### src/hdl/ple_pkg.sv
// Package for the positional list engine: operation and status codes,
// scan modes and the command/status structs between controller and datapath.
// No dependencies.
package ple_pkg;

    // Default list capacity.
    localparam int DEPTH_DEFAULT = 64;

    // Operation codes.
    localparam logic [2:0] FUNC_CLEAR  = 3'd0;
    localparam logic [2:0] FUNC_APPEND = 3'd1;
    localparam logic [2:0] FUNC_READ   = 3'd2;
    localparam logic [2:0] FUNC_FIND   = 3'd3;
    localparam logic [2:0] FUNC_INSERT = 3'd4;
    localparam logic [2:0] FUNC_DELETE = 3'd5;

    // Status codes.
    localparam logic [2:0] ST_OK       = 3'd0;
    localparam logic [2:0] ST_EMPTY    = 3'd1;
    localparam logic [2:0] ST_BADPOS   = 3'd2;
    localparam logic [2:0] ST_NOTFOUND = 3'd3;
    localparam logic [2:0] ST_FULL     = 3'd4;

    // Scan modes of the datapath walker.
    localparam logic [1:0] SCAN_FIND = 2'd0;
    localparam logic [1:0] SCAN_READ = 2'd1;
    localparam logic [1:0] SCAN_UP   = 2'd2;
    localparam logic [1:0] SCAN_DOWN = 2'd3;

    // Commands from the controller to the datapath.
    typedef struct packed {
        logic       load;
        logic       count_clr;
        logic       count_inc;
        logic       count_dec;
        logic       app_write;
        logic       ins_write;
        logic       scan_start;
        logic [1:0] scan_mode;
        logic       scan_en;
        logic       out_load;
        logic [2:0] status;
    } cmd_t;

    // Status from the datapath to the controller.
    typedef struct packed {
        logic [2:0] func;
        logic       empty;
        logic       full;
        logic       bad_rd;
        logic       bad_ins;
        logic       scan_done;
        logic       found;
    } stat_t;

endpackage

### src/hdl/ple_ram.sv
// Generic single-write, single-read RAM with a registered read port.
// No dependencies.
module ple_ram #(
    parameter int WIDTH = 32,
    parameter int DEPTH = 64
) (
    input  logic                     clk,
    input  logic                     we,
    input  logic [$clog2(DEPTH)-1:0] waddr,
    input  logic [WIDTH-1:0]         wdata,
    input  logic [$clog2(DEPTH)-1:0] raddr,
    output logic [WIDTH-1:0]         rdata
);

    logic [WIDTH-1:0] mem [DEPTH];

    // Write port.
    always_ff @(posedge clk) begin
        if (we) begin
            mem[waddr] <= wdata;
        end
    end

    // Registered read port.
    always_ff @(posedge clk) begin
        rdata <= mem[raddr];
    end

endmodule

### src/hdl/ple_ctrl.sv
// Controller state machine of the positional list engine.
// Depends on ple_pkg for codes and the command/status structs.
module ple_ctrl (
    input  logic          aclk,
    input  logic          aresetn,
    input  logic          s_valid,
    output logic          s_ready,
    output logic          m_valid,
    input  logic          m_ready,
    output ple_pkg::cmd_t cmd,
    input  ple_pkg::stat_t stat
);
    import ple_pkg::*;

    localparam logic [2:0] S_IDLE   = 3'd0;
    localparam logic [2:0] S_DECODE = 3'd1;
    localparam logic [2:0] S_SCAN   = 3'd2;
    localparam logic [2:0] S_INSW   = 3'd3;
    localparam logic [2:0] S_FINISH = 3'd4;

    logic [2:0] state_reg, state_next;
    logic [2:0] code_reg, code_next;
    logic       m_valid_reg, m_valid_next;

    assign s_ready = (state_reg == S_IDLE);
    assign m_valid = m_valid_reg;

    // Next state and commands.
    always_comb begin
        state_next = state_reg;
        code_next  = code_reg;
        cmd        = '0;
        cmd.status = code_reg;
        case (state_reg)
            S_IDLE: begin
                if (s_valid) begin
                    cmd.load   = 1'b1;
                    state_next = S_DECODE;
                end
            end
            S_DECODE: begin
                code_next  = ST_OK;
                state_next = S_FINISH;
                case (stat.func)
                    FUNC_CLEAR: begin
                        cmd.count_clr = 1'b1;
                    end
                    FUNC_APPEND: begin
                        if (stat.full) begin
                            code_next = ST_FULL;
                        end else begin
                            cmd.app_write = 1'b1;
                            cmd.count_inc = 1'b1;
                        end
                    end
                    FUNC_READ: begin
                        if (stat.empty) begin
                            code_next = ST_EMPTY;
                        end else if (stat.bad_rd) begin
                            code_next = ST_BADPOS;
                        end else begin
                            cmd.scan_start = 1'b1;
                            cmd.scan_mode  = SCAN_READ;
                            state_next     = S_SCAN;
                        end
                    end
                    FUNC_FIND: begin
                        if (stat.empty) begin
                            code_next = ST_EMPTY;
                        end else begin
                            cmd.scan_start = 1'b1;
                            cmd.scan_mode  = SCAN_FIND;
                            state_next     = S_SCAN;
                        end
                    end
                    FUNC_INSERT: begin
                        if (stat.bad_ins) begin
                            code_next = ST_BADPOS;
                        end else if (stat.full) begin
                            code_next = ST_FULL;
                        end else begin
                            cmd.scan_start = 1'b1;
                            cmd.scan_mode  = SCAN_UP;
                            state_next     = S_SCAN;
                        end
                    end
                    FUNC_DELETE: begin
                        if (stat.empty) begin
                            code_next = ST_EMPTY;
                        end else if (stat.bad_rd) begin
                            code_next = ST_BADPOS;
                        end else begin
                            cmd.scan_start = 1'b1;
                            cmd.scan_mode  = SCAN_DOWN;
                            state_next     = S_SCAN;
                        end
                    end
                    default: begin
                        code_next = ST_OK;
                    end
                endcase
            end
            S_SCAN: begin
                cmd.scan_en = 1'b1;
                if (stat.scan_done) begin
                    state_next = S_FINISH;
                    if (stat.func == FUNC_FIND) begin
                        code_next = stat.found ? ST_OK : ST_NOTFOUND;
                    end
                    if (stat.func == FUNC_INSERT) begin
                        state_next = S_INSW;
                    end
                    if (stat.func == FUNC_DELETE) begin
                        cmd.count_dec = 1'b1;
                    end
                end
            end
            S_INSW: begin
                cmd.ins_write = 1'b1;
                cmd.count_inc = 1'b1;
                state_next    = S_FINISH;
            end
            S_FINISH: begin
                if (!m_valid_reg || m_ready) begin
                    cmd.out_load = 1'b1;
                    state_next   = S_IDLE;
                end
            end
            default: begin
                state_next = S_IDLE;
            end
        endcase
    end

    // Output word valid flag.
    always_comb begin
        m_valid_next = m_valid_reg;
        if (cmd.out_load) begin
            m_valid_next = 1'b1;
        end else if (m_ready) begin
            m_valid_next = 1'b0;
        end
    end

    // State registers.
    always_ff @(posedge aclk) begin
        if (!aresetn) begin
            state_reg   <= S_IDLE;
            code_reg    <= ST_OK;
            m_valid_reg <= 1'b0;
        end else begin
            state_reg   <= state_next;
            code_reg    <= code_next;
            m_valid_reg <= m_valid_next;
        end
    end

    // An accepted word is always decoded in the next cycle.
    a_accept_decode: assert property (@(posedge aclk) disable iff (!aresetn)
        (s_valid && s_ready) |=> (state_reg == S_DECODE))
        else $error("accepted word not decoded");

    // A new result never overwrites one that is still waiting.
    a_no_overwrite: assert property (@(posedge aclk) disable iff (!aresetn)
        cmd.out_load |-> (!m_valid_reg || m_ready))
        else $error("result overwritten while stalled");

endmodule

### src/hdl/ple_dpath.sv
// Datapath of the positional list engine: entry store, length counter,
// walker that reads, searches and shifts entries, and the output registers.
// Depends on ple_pkg and ple_ram.
module ple_dpath #(
    parameter int DEPTH = ple_pkg::DEPTH_DEFAULT
) (
    input  logic                aclk,
    input  logic                aresetn,
    input  logic [2:0]          s_func,
    input  logic [6:0]          s_position,
    input  logic signed [31:0]  s_value,
    output logic [2:0]          m_status,
    output logic signed [31:0]  m_result_value,
    output logic [6:0]          m_found_position,
    output logic [6:0]          m_list_length,
    input  ple_pkg::cmd_t       cmd,
    output ple_pkg::stat_t      stat
);
    import ple_pkg::*;

    localparam int AW   = $clog2(DEPTH);
    localparam int CW   = $clog2(DEPTH + 1);
    localparam int CMPW = ((CW > 7) ? CW : 7) + 1;

    // Captured input word.
    logic [2:0]         func_reg;
    logic [6:0]         pos_reg;
    logic signed [31:0] value_reg;

    // List length.
    logic [CW-1:0]      count_reg, count_next;

    // Walker state.
    logic [AW-1:0]      idx_reg, pend_idx_reg, base_idx_reg;
    logic [CW-1:0]      rem_reg;
    logic               pend_reg;
    logic [1:0]         mode_reg;

    // Result fields.
    logic signed [31:0] rval_reg;
    logic [6:0]         fpos_reg;
    logic [2:0]         m_status_reg;
    logic signed [31:0] m_result_value_reg;
    logic [6:0]         m_found_position_reg;
    logic [6:0]         m_list_length_reg;

    // Entry store ports.
    logic               ram_we;
    logic [AW-1:0]      ram_waddr;
    logic [31:0]        ram_wdata;
    logic [31:0]        ram_rdata;

    // Widened operands for position checks.
    logic [CMPW-1:0]    pos_ext, cnt_ext, pos_m1, shift_len, fpos_ext, len_ext;
    logic               match, hit, capture;

    assign pos_ext   = CMPW'(pos_reg);
    assign cnt_ext   = CMPW'(count_reg);
    assign pos_m1    = pos_ext - CMPW'(1);
    assign shift_len = cnt_ext - pos_m1;
    assign fpos_ext  = CMPW'(pend_idx_reg) + CMPW'(1);
    assign len_ext   = CMPW'(count_reg);

    // Search compare and early stop on the first hit.
    assign match   = (ram_rdata == value_reg);
    assign hit     = (mode_reg == SCAN_FIND) && pend_reg && match;
    assign capture = pend_reg && ((mode_reg == SCAN_READ) ||
                     ((mode_reg == SCAN_DOWN) && (pend_idx_reg == base_idx_reg)));

    // Status to the controller.
    always_comb begin
        stat.func      = func_reg;
        stat.empty     = (count_reg == '0);
        stat.full      = (cnt_ext >= CMPW'(DEPTH));
        stat.bad_rd    = (pos_reg == '0) || (pos_ext > cnt_ext);
        stat.bad_ins   = (pos_reg == '0) || (pos_ext > cnt_ext + CMPW'(1));
        stat.scan_done = ((rem_reg == '0) && !pend_reg) || hit;
        stat.found     = hit;
    end

    // Store write port: append, final insert write, or a shifted entry.
    always_comb begin
        ram_we    = 1'b0;
        ram_waddr = idx_reg;
        ram_wdata = value_reg;
        if (cmd.app_write) begin
            ram_we    = 1'b1;
            ram_waddr = count_reg[AW-1:0];
        end else if (cmd.ins_write) begin
            ram_we    = 1'b1;
            ram_waddr = pos_m1[AW-1:0];
        end else if (cmd.scan_en && pend_reg) begin
            ram_wdata = ram_rdata;
            if (mode_reg == SCAN_UP) begin
                ram_we    = 1'b1;
                ram_waddr = pend_idx_reg + AW'(1);
            end else if ((mode_reg == SCAN_DOWN) && (pend_idx_reg != base_idx_reg)) begin
                ram_we    = 1'b1;
                ram_waddr = pend_idx_reg - AW'(1);
            end
        end
    end

    ple_ram #(
        .WIDTH(32),
        .DEPTH(DEPTH)
    ) u_store (
        .clk  (aclk),
        .we   (ram_we),
        .waddr(ram_waddr),
        .wdata(ram_wdata),
        .raddr(idx_reg),
        .rdata(ram_rdata)
    );

    // Length counter.
    always_comb begin
        count_next = count_reg;
        if (cmd.count_clr) begin
            count_next = '0;
        end else if (cmd.count_inc) begin
            count_next = count_reg + CW'(1);
        end else if (cmd.count_dec) begin
            count_next = count_reg - CW'(1);
        end
    end

    always_ff @(posedge aclk) begin
        if (!aresetn) begin
            count_reg <= '0;
            pend_reg  <= 1'b0;
            rem_reg   <= '0;
        end else begin
            count_reg <= count_next;
            if (cmd.scan_start) begin
                pend_reg <= 1'b0;
                if ((cmd.scan_mode == SCAN_FIND)) begin
                    rem_reg <= count_reg;
                end else if (cmd.scan_mode == SCAN_READ) begin
                    rem_reg <= CW'(1);
                end else begin
                    rem_reg <= shift_len[CW-1:0];
                end
            end else if (cmd.scan_en) begin
                pend_reg <= (rem_reg != '0);
                if (rem_reg != '0) begin
                    rem_reg <= rem_reg - CW'(1);
                end
            end
        end
    end

    // Walker addresses and captured input word.
    always_ff @(posedge aclk) begin
        if (cmd.load) begin
            func_reg  <= s_func;
            pos_reg   <= s_position;
            value_reg <= s_value;
        end
        if (cmd.scan_start) begin
            mode_reg     <= cmd.scan_mode;
            base_idx_reg <= pos_m1[AW-1:0];
            if (cmd.scan_mode == SCAN_FIND) begin
                idx_reg <= '0;
            end else if (cmd.scan_mode == SCAN_UP) begin
                idx_reg <= count_reg[AW-1:0] - AW'(1);
            end else begin
                idx_reg <= pos_m1[AW-1:0];
            end
        end else if (cmd.scan_en && (rem_reg != '0)) begin
            pend_idx_reg <= idx_reg;
            if (mode_reg == SCAN_UP) begin
                idx_reg <= idx_reg - AW'(1);
            end else begin
                idx_reg <= idx_reg + AW'(1);
            end
        end
    end

    // Result fields and output registers.
    always_ff @(posedge aclk) begin
        if (cmd.load) begin
            rval_reg <= '0;
            fpos_reg <= '0;
        end else if (cmd.scan_en) begin
            if (capture) begin
                rval_reg <= ram_rdata;
            end
            if (hit) begin
                fpos_reg <= fpos_ext[6:0];
            end
        end
        if (cmd.out_load) begin
            m_status_reg         <= cmd.status;
            m_result_value_reg   <= rval_reg;
            m_found_position_reg <= fpos_reg;
            m_list_length_reg    <= len_ext[6:0];
        end
    end

    assign m_status         = m_status_reg;
    assign m_result_value   = m_result_value_reg;
    assign m_found_position = m_found_position_reg;
    assign m_list_length    = m_list_length_reg;

    // The length never exceeds the capacity.
    a_count_range: assert property (@(posedge aclk) disable iff (!aresetn)
        cnt_ext <= CMPW'(DEPTH))
        else $error("list length beyond capacity");

    // The list only grows when it has room.
    a_grow_room: assert property (@(posedge aclk) disable iff (!aresetn)
        cmd.count_inc |-> !stat.full)
        else $error("growth on a full list");

endmodule

### src/hdl/positional_list_engine.sv
// Top level of the positional list engine.
// Depends on ple_pkg, ple_ctrl, ple_dpath (which holds ple_ram).
//
// Usage: one input word (s_func, s_position, s_value) carries one operation
// on an ordered list of up to DEPTH signed 32-bit entries, positions from 1:
// clear, append, read, find, insert or delete. Each word yields exactly one
// result word (m_status, m_result_value, m_found_position, m_list_length).
// Both channels use valid/ready; a word moves when both are high.
// Clear, append, unused codes and errors go from the decode state straight
// to the finish state; read, find, insert and delete first run the walker.
// Find walks the store one entry per cycle; insert and delete shift one
// entry per cycle, and insert then writes the new entry. The single store
// read port paced by the walker sets this pace. One operation is in flight
// at a time; s_ready rises again once its result is in the output register,
// so a new word is taken while the previous result waits for m_ready. If the
// receiver stalls, a finished result waits until the output register frees.
// Reset (aresetn low, synchronous) empties the list and drops m_valid; the
// store contents are left as they are and are never read before written.
module positional_list_engine #(
    parameter int DEPTH = ple_pkg::DEPTH_DEFAULT
) (
    input  logic               aclk,
    input  logic               aresetn,
    input  logic               s_valid,
    output logic               s_ready,
    input  logic [2:0]         s_func,
    input  logic [6:0]         s_position,
    input  logic signed [31:0] s_value,
    output logic               m_valid,
    input  logic               m_ready,
    output logic [2:0]         m_status,
    output logic signed [31:0] m_result_value,
    output logic [6:0]         m_found_position,
    output logic [6:0]         m_list_length
);
    import ple_pkg::*;

    cmd_t  cmd;
    stat_t stat;

    // Sequencing of each operation.
    ple_ctrl u_ctrl (
        .aclk   (aclk),
        .aresetn(aresetn),
        .s_valid(s_valid),
        .s_ready(s_ready),
        .m_valid(m_valid),
        .m_ready(m_ready),
        .cmd    (cmd),
        .stat   (stat)
    );

    // Store, counter, walker and result registers.
    ple_dpath #(
        .DEPTH(DEPTH)
    ) u_dpath (
        .aclk            (aclk),
        .aresetn         (aresetn),
        .s_func          (s_func),
        .s_position      (s_position),
        .s_value         (s_value),
        .m_status        (m_status),
        .m_result_value  (m_result_value),
        .m_found_position(m_found_position),
        .m_list_length   (m_list_length),
        .cmd             (cmd),
        .stat            (stat)
    );

endmodule
### config.mk
export PLATFORM = sky130hd
export DESIGN_NAME = positional_list_engine
export DESIGN_NICKNAME = d
export VERILOG_FILES = /design/src/hdl/ple_pkg.sv /design/src/hdl/ple_ram.sv /design/src/hdl/ple_ctrl.sv /design/src/hdl/ple_dpath.sv /design/src/hdl/positional_list_engine.sv
export SDC_FILE = /design/constraint.sdc
export NUM_CORES = 2
export LEC_CHECK = 0
export ABC_CLOCK_PERIOD_IN_PS = 4700
export BUFFER_PORTS_ARGS = -buffer_cell sky130_fd_sc_hd__buf_2
export CAP_MARGIN = 25
export CORE_AREA = 10 10 406 408
export DETAILED_ROUTE_END_ITERATION = 10
export DIE_AREA = 0 0 416 418
export PLACE_DENSITY = 0.77
export SYNTH_ARGS = -nofsm -noshare
export SYNTH_HDL_FRONTEND = slang
export SYNTH_SLANG_ARGS = --single-unit
export TNS_END_PERCENT = 20
### constraint.sdc
create_clock -name aclk -period 4.7 [get_ports aclk]
set_input_delay 0.705 -clock aclk [delete_from_list [all_inputs] [get_ports aclk]]
set_output_delay 0.705 -clock aclk [all_outputs]
set_load 0.1 [all_outputs]
==> metrics.txt <==
total chip power 0.04074 W; sequential fraction of the synthesis area 76.64%; setup slack, reg-to-reg 0.63 ns; count of unresolved DRC violations after routing 0; Post-Place Setup Slack 0.7821 ns; worst hold path depth 1; Root Buffer clkbuf_16; worst reg2reg startpoint u_dpath.pend_idx_reg[2]; wire length of the first global-routing pass 312.9 mm; clock insertion delay at the later pin of the skew report 0.85 ns; post-synthesis cell type count 75; Yosys reg bits 2252; leading register cell type out of synthesis edfxtp_1; GRT Resource Usage Total 24.77%; Reg with most FFs u_dpath.u_store.mem; Max FO, Critical Path 24; number of buffers created by CTS 209; required time reported for the critical path endpoint 5.21 ns; quantity of I/O buffers inserted on ports 96; count of antenna-violating nets left after detailed routing 0; Crit Path Class reg -> reg; WL per Instance 33.40 um; initial standard-cell utilization of the core 55.39%; crit path DAT 4.58 ns; Tightest Pin Transition 1.063 ns; Top Family by Delay on Critical Path simple AND/OR/NAND/NOR gates; fin. max-slew vios 0; total detailed-routing wirelength 215.6 mm; worst path cell trace xor2_1 > nor4_4 > a31oi_1 > a221oi_1 > nand3_1 > buf_4 > nor2_4 > buf_12; number of DRC markers in iteration 0 6076; hold worst-path end u_dpath.pos_reg[3]; boundary pin count 97; setup repair after global routing missed its margin false; mapped cell area 87020 um2; number of clock sinks seen by CTS 2252; initial antenna violation count 17; GR Overflow Total 0; Syn Nets 3941; number of resized instances in the post-cts repair step 0; vias in the first global route 43870; number of H-tree branching levels 4; count of final hold-check violations 0; slowest stage cell on the critical path a221oi_1; Core Region 157100 um2; crit path launch type flop; worst setup skew after layout 0.05740 ns; origin of the worst min-delay path s_position[3]; number of setup violations in the final report 0; Worst-path clk slew 0.06 ns; buffer levels on the longest clock path 3; global placer's final weighted congestion 0.8968; class of the most critical hold timing path in -> reg; number of flip-flops under the largest register name 2048; outcome finished clean; horizontal die dimension 416 um; CTS tree built; Critical R2R Capture u_dpath.u_store.mem[57][6]; cell count after synthesis 3856; EDFF count, synth 2159; via count 42970; share of synthesized registers carrying an async set or reset 0%; layout filler cell count 9749; Register-to-Register Path Depth 8; total die area 173900 um2; most frequent cells in the layout edfxtp_1 (2159), mux4_2 (672), clkbuf_16 (215); most frequent standard cell in the layout excluding fill and tap cells edfxtp_1; setup TNS 0 ns; first-pass detailed-route iteration total 6; Synth warnings 0; die height 418 um; type of element capturing the critical path flop; Leak Pwr 31.32 nW; floorplan row count 146; worst setup slack after layout 0.6328 ns; count of buffer and inverter cells on the critical path 2; HPWL after DPL 120.4 mm; total power density per cell area 410.2 nW/um2; Final Instance Count excl. Fillers 6456; post-layout minimum cycle time 4.067 ns; fraction of final layout cells sized beyond drive strength 1 31.15%; Maximum Capacitance Violations 0; Total Nets Final 4279; synthesis-to-layout area growth 14.13%; crit-path max cell delay 0.75 ns; Max-Slew Margin vs Limit 28.94%; Tcrit/Tclk final 86.54%; via-per-instance ratio 6.656; f_max 245.9 MHz; number of placed instances with taps included 6030; Peak supply drop 0.3089 mV; Avg Cell Area, Syn 22.57 um2; maximum number of pins on one net before global-route repair 120
==> worst register-to-register path, stage by stage (launching register included) <==
cell      delay (ns)
edfxtp_1        0.58
xor2_1          0.26
nor4_4          0.47
a31oi_1         0.32
a221oi_1        0.75
nand3_1         0.37
buf_4           0.34
nor2_4          0.36
buf_12          0.27
==> kinds of logic after synthesis <==
kind of cell | after synthesis | synth area share [%]
buffers and inverters | 228 | 1.137
AOI/OAI and AO/OA | 175 | 1.343
adders and majority gates | 39 | 0.5866
DFF | 2252 | 76.64
xor gates and xnor gates | 71 | 0.7146
muxes | 676 | 17.44
and+or+nand+nor | 415 | 2.142
==> where the power goes <==
| group | switching (W) | leakage [nW] | internal [W] |
|---|---|---|---|
| registers | 0.0000941 | 20.2 | 0.0222 |
| logic | 0.000958 | 7.68 | 0.000330 |
| clock network | 0.00739 | 3.43 | 0.00975 |
==> worst max-delay path by stage <==
stage	startpoint	endpoint	cells after the start
after floorplan	u_dpath.func_reg[2]	u_dpath.u_store.mem[50][0]	8
after global placement	u_dpath.pend_idx_reg[2]	u_dpath.u_store.mem[57][6]	8
after detailed placement	u_dpath.pend_idx_reg[2]	u_dpath.u_store.mem[57][22]	8
after CTS	u_dpath.pend_idx_reg[2]	u_dpath.u_store.mem[57][6]	8
after global routing	u_dpath.func_reg[2]	u_dpath.u_store.mem[56][27]	11
final	u_dpath.pend_idx_reg[2]	u_dpath.u_store.mem[57][6]	8
==> routing by layer <==
metal | routed length [um] | vias up | track usage (%) | part of all wire [%]
met3 | 22660 | 492 | 5.535 | 11
met1 | 77500 | 22570 | 32.73 | 36
met4 | 8108 | 8 | 9.429 | 3.8
met2 | 107300 | 2920 | 40.64 | 50
met5 | 55 | - | 0 | 0.026
li1 | - | 16980 | - | -
==> synth_stat cells (6+ instances only) <==
library cell / number / area share (%)
a211oi_1: 14 / 0.12
dfxtp_1: 93 / 2.1
nor3_1: 15 / 0.086
nor2b_1: 6 / 0.043
a221oi_1: 6 / 0.060
nand3_1: 36 / 0.21
nand2b_1: 9 / 0.065
or3_1: 8 / 0.058
nand2_1: 188 / 0.81
nor4_1: 6 / 0.043
edfxtp_1: 2159 / 74
and3_1: 6 / 0.043
buf_1: 36 / 0.16
nor2_1: 101 / 0.44
buf_4: 14 / 0.12
nand4_1: 12 / 0.086
a21oi_1: 59 / 0.34
a21o_1: 6 / 0.052
xnor2_1: 53 / 0.53
o21ai_0: 20 / 0.12
ha_1: 36 / 0.52
and2_1: 6 / 0.043
mux4_2: 672 / 17
clkbuf_1: 90 / 0.39
o21a_1: 6 / 0.052
xor2_1: 18 / 0.18
inv_1: 36 / 0.16
buf_2: 47 / 0.27
==> timing repair <==
action,CTS,global route
endpoints found under the hold margin,25,0
hold buffers,25,0
setup buffers,0,0
==> cell type report <==
| cell class | count | area [um2] | area share, % |
|---|---|---|---|
| repair buffers | 317 | 3018 | 3.038 |
| inverters | 38 | 142.6 | 0.1436 |
| multi-input cells | 1376 | 19860 | 20.00 |
| clock buffers | 267 | 5695 | 5.734 |
| flip-flops and latches | 2252 | 66690 | 67.15 |
| diodes | 5 | 12.51 | 0.01260 |
| well taps | 2072 | 2592 | 2.610 |
| clock inverters | 129 | 1308 | 1.316 |
==> through the flow <==
step | hold WS, ns | area [um2] | util (%)
global route | 0.01086 | 99310 | 63.21
global placement | 0.4132 | 92000 | 58.56
floorplan | 0.4000 | 87030 | -
finish | 0.04203 | 99320 | 63.22
CTS | 0.0001006 | 99310 | 63.21
detailed placement | 0.4154 | 92060 | 58.60
Note: power is estimated with default switching activity, not from simulation.
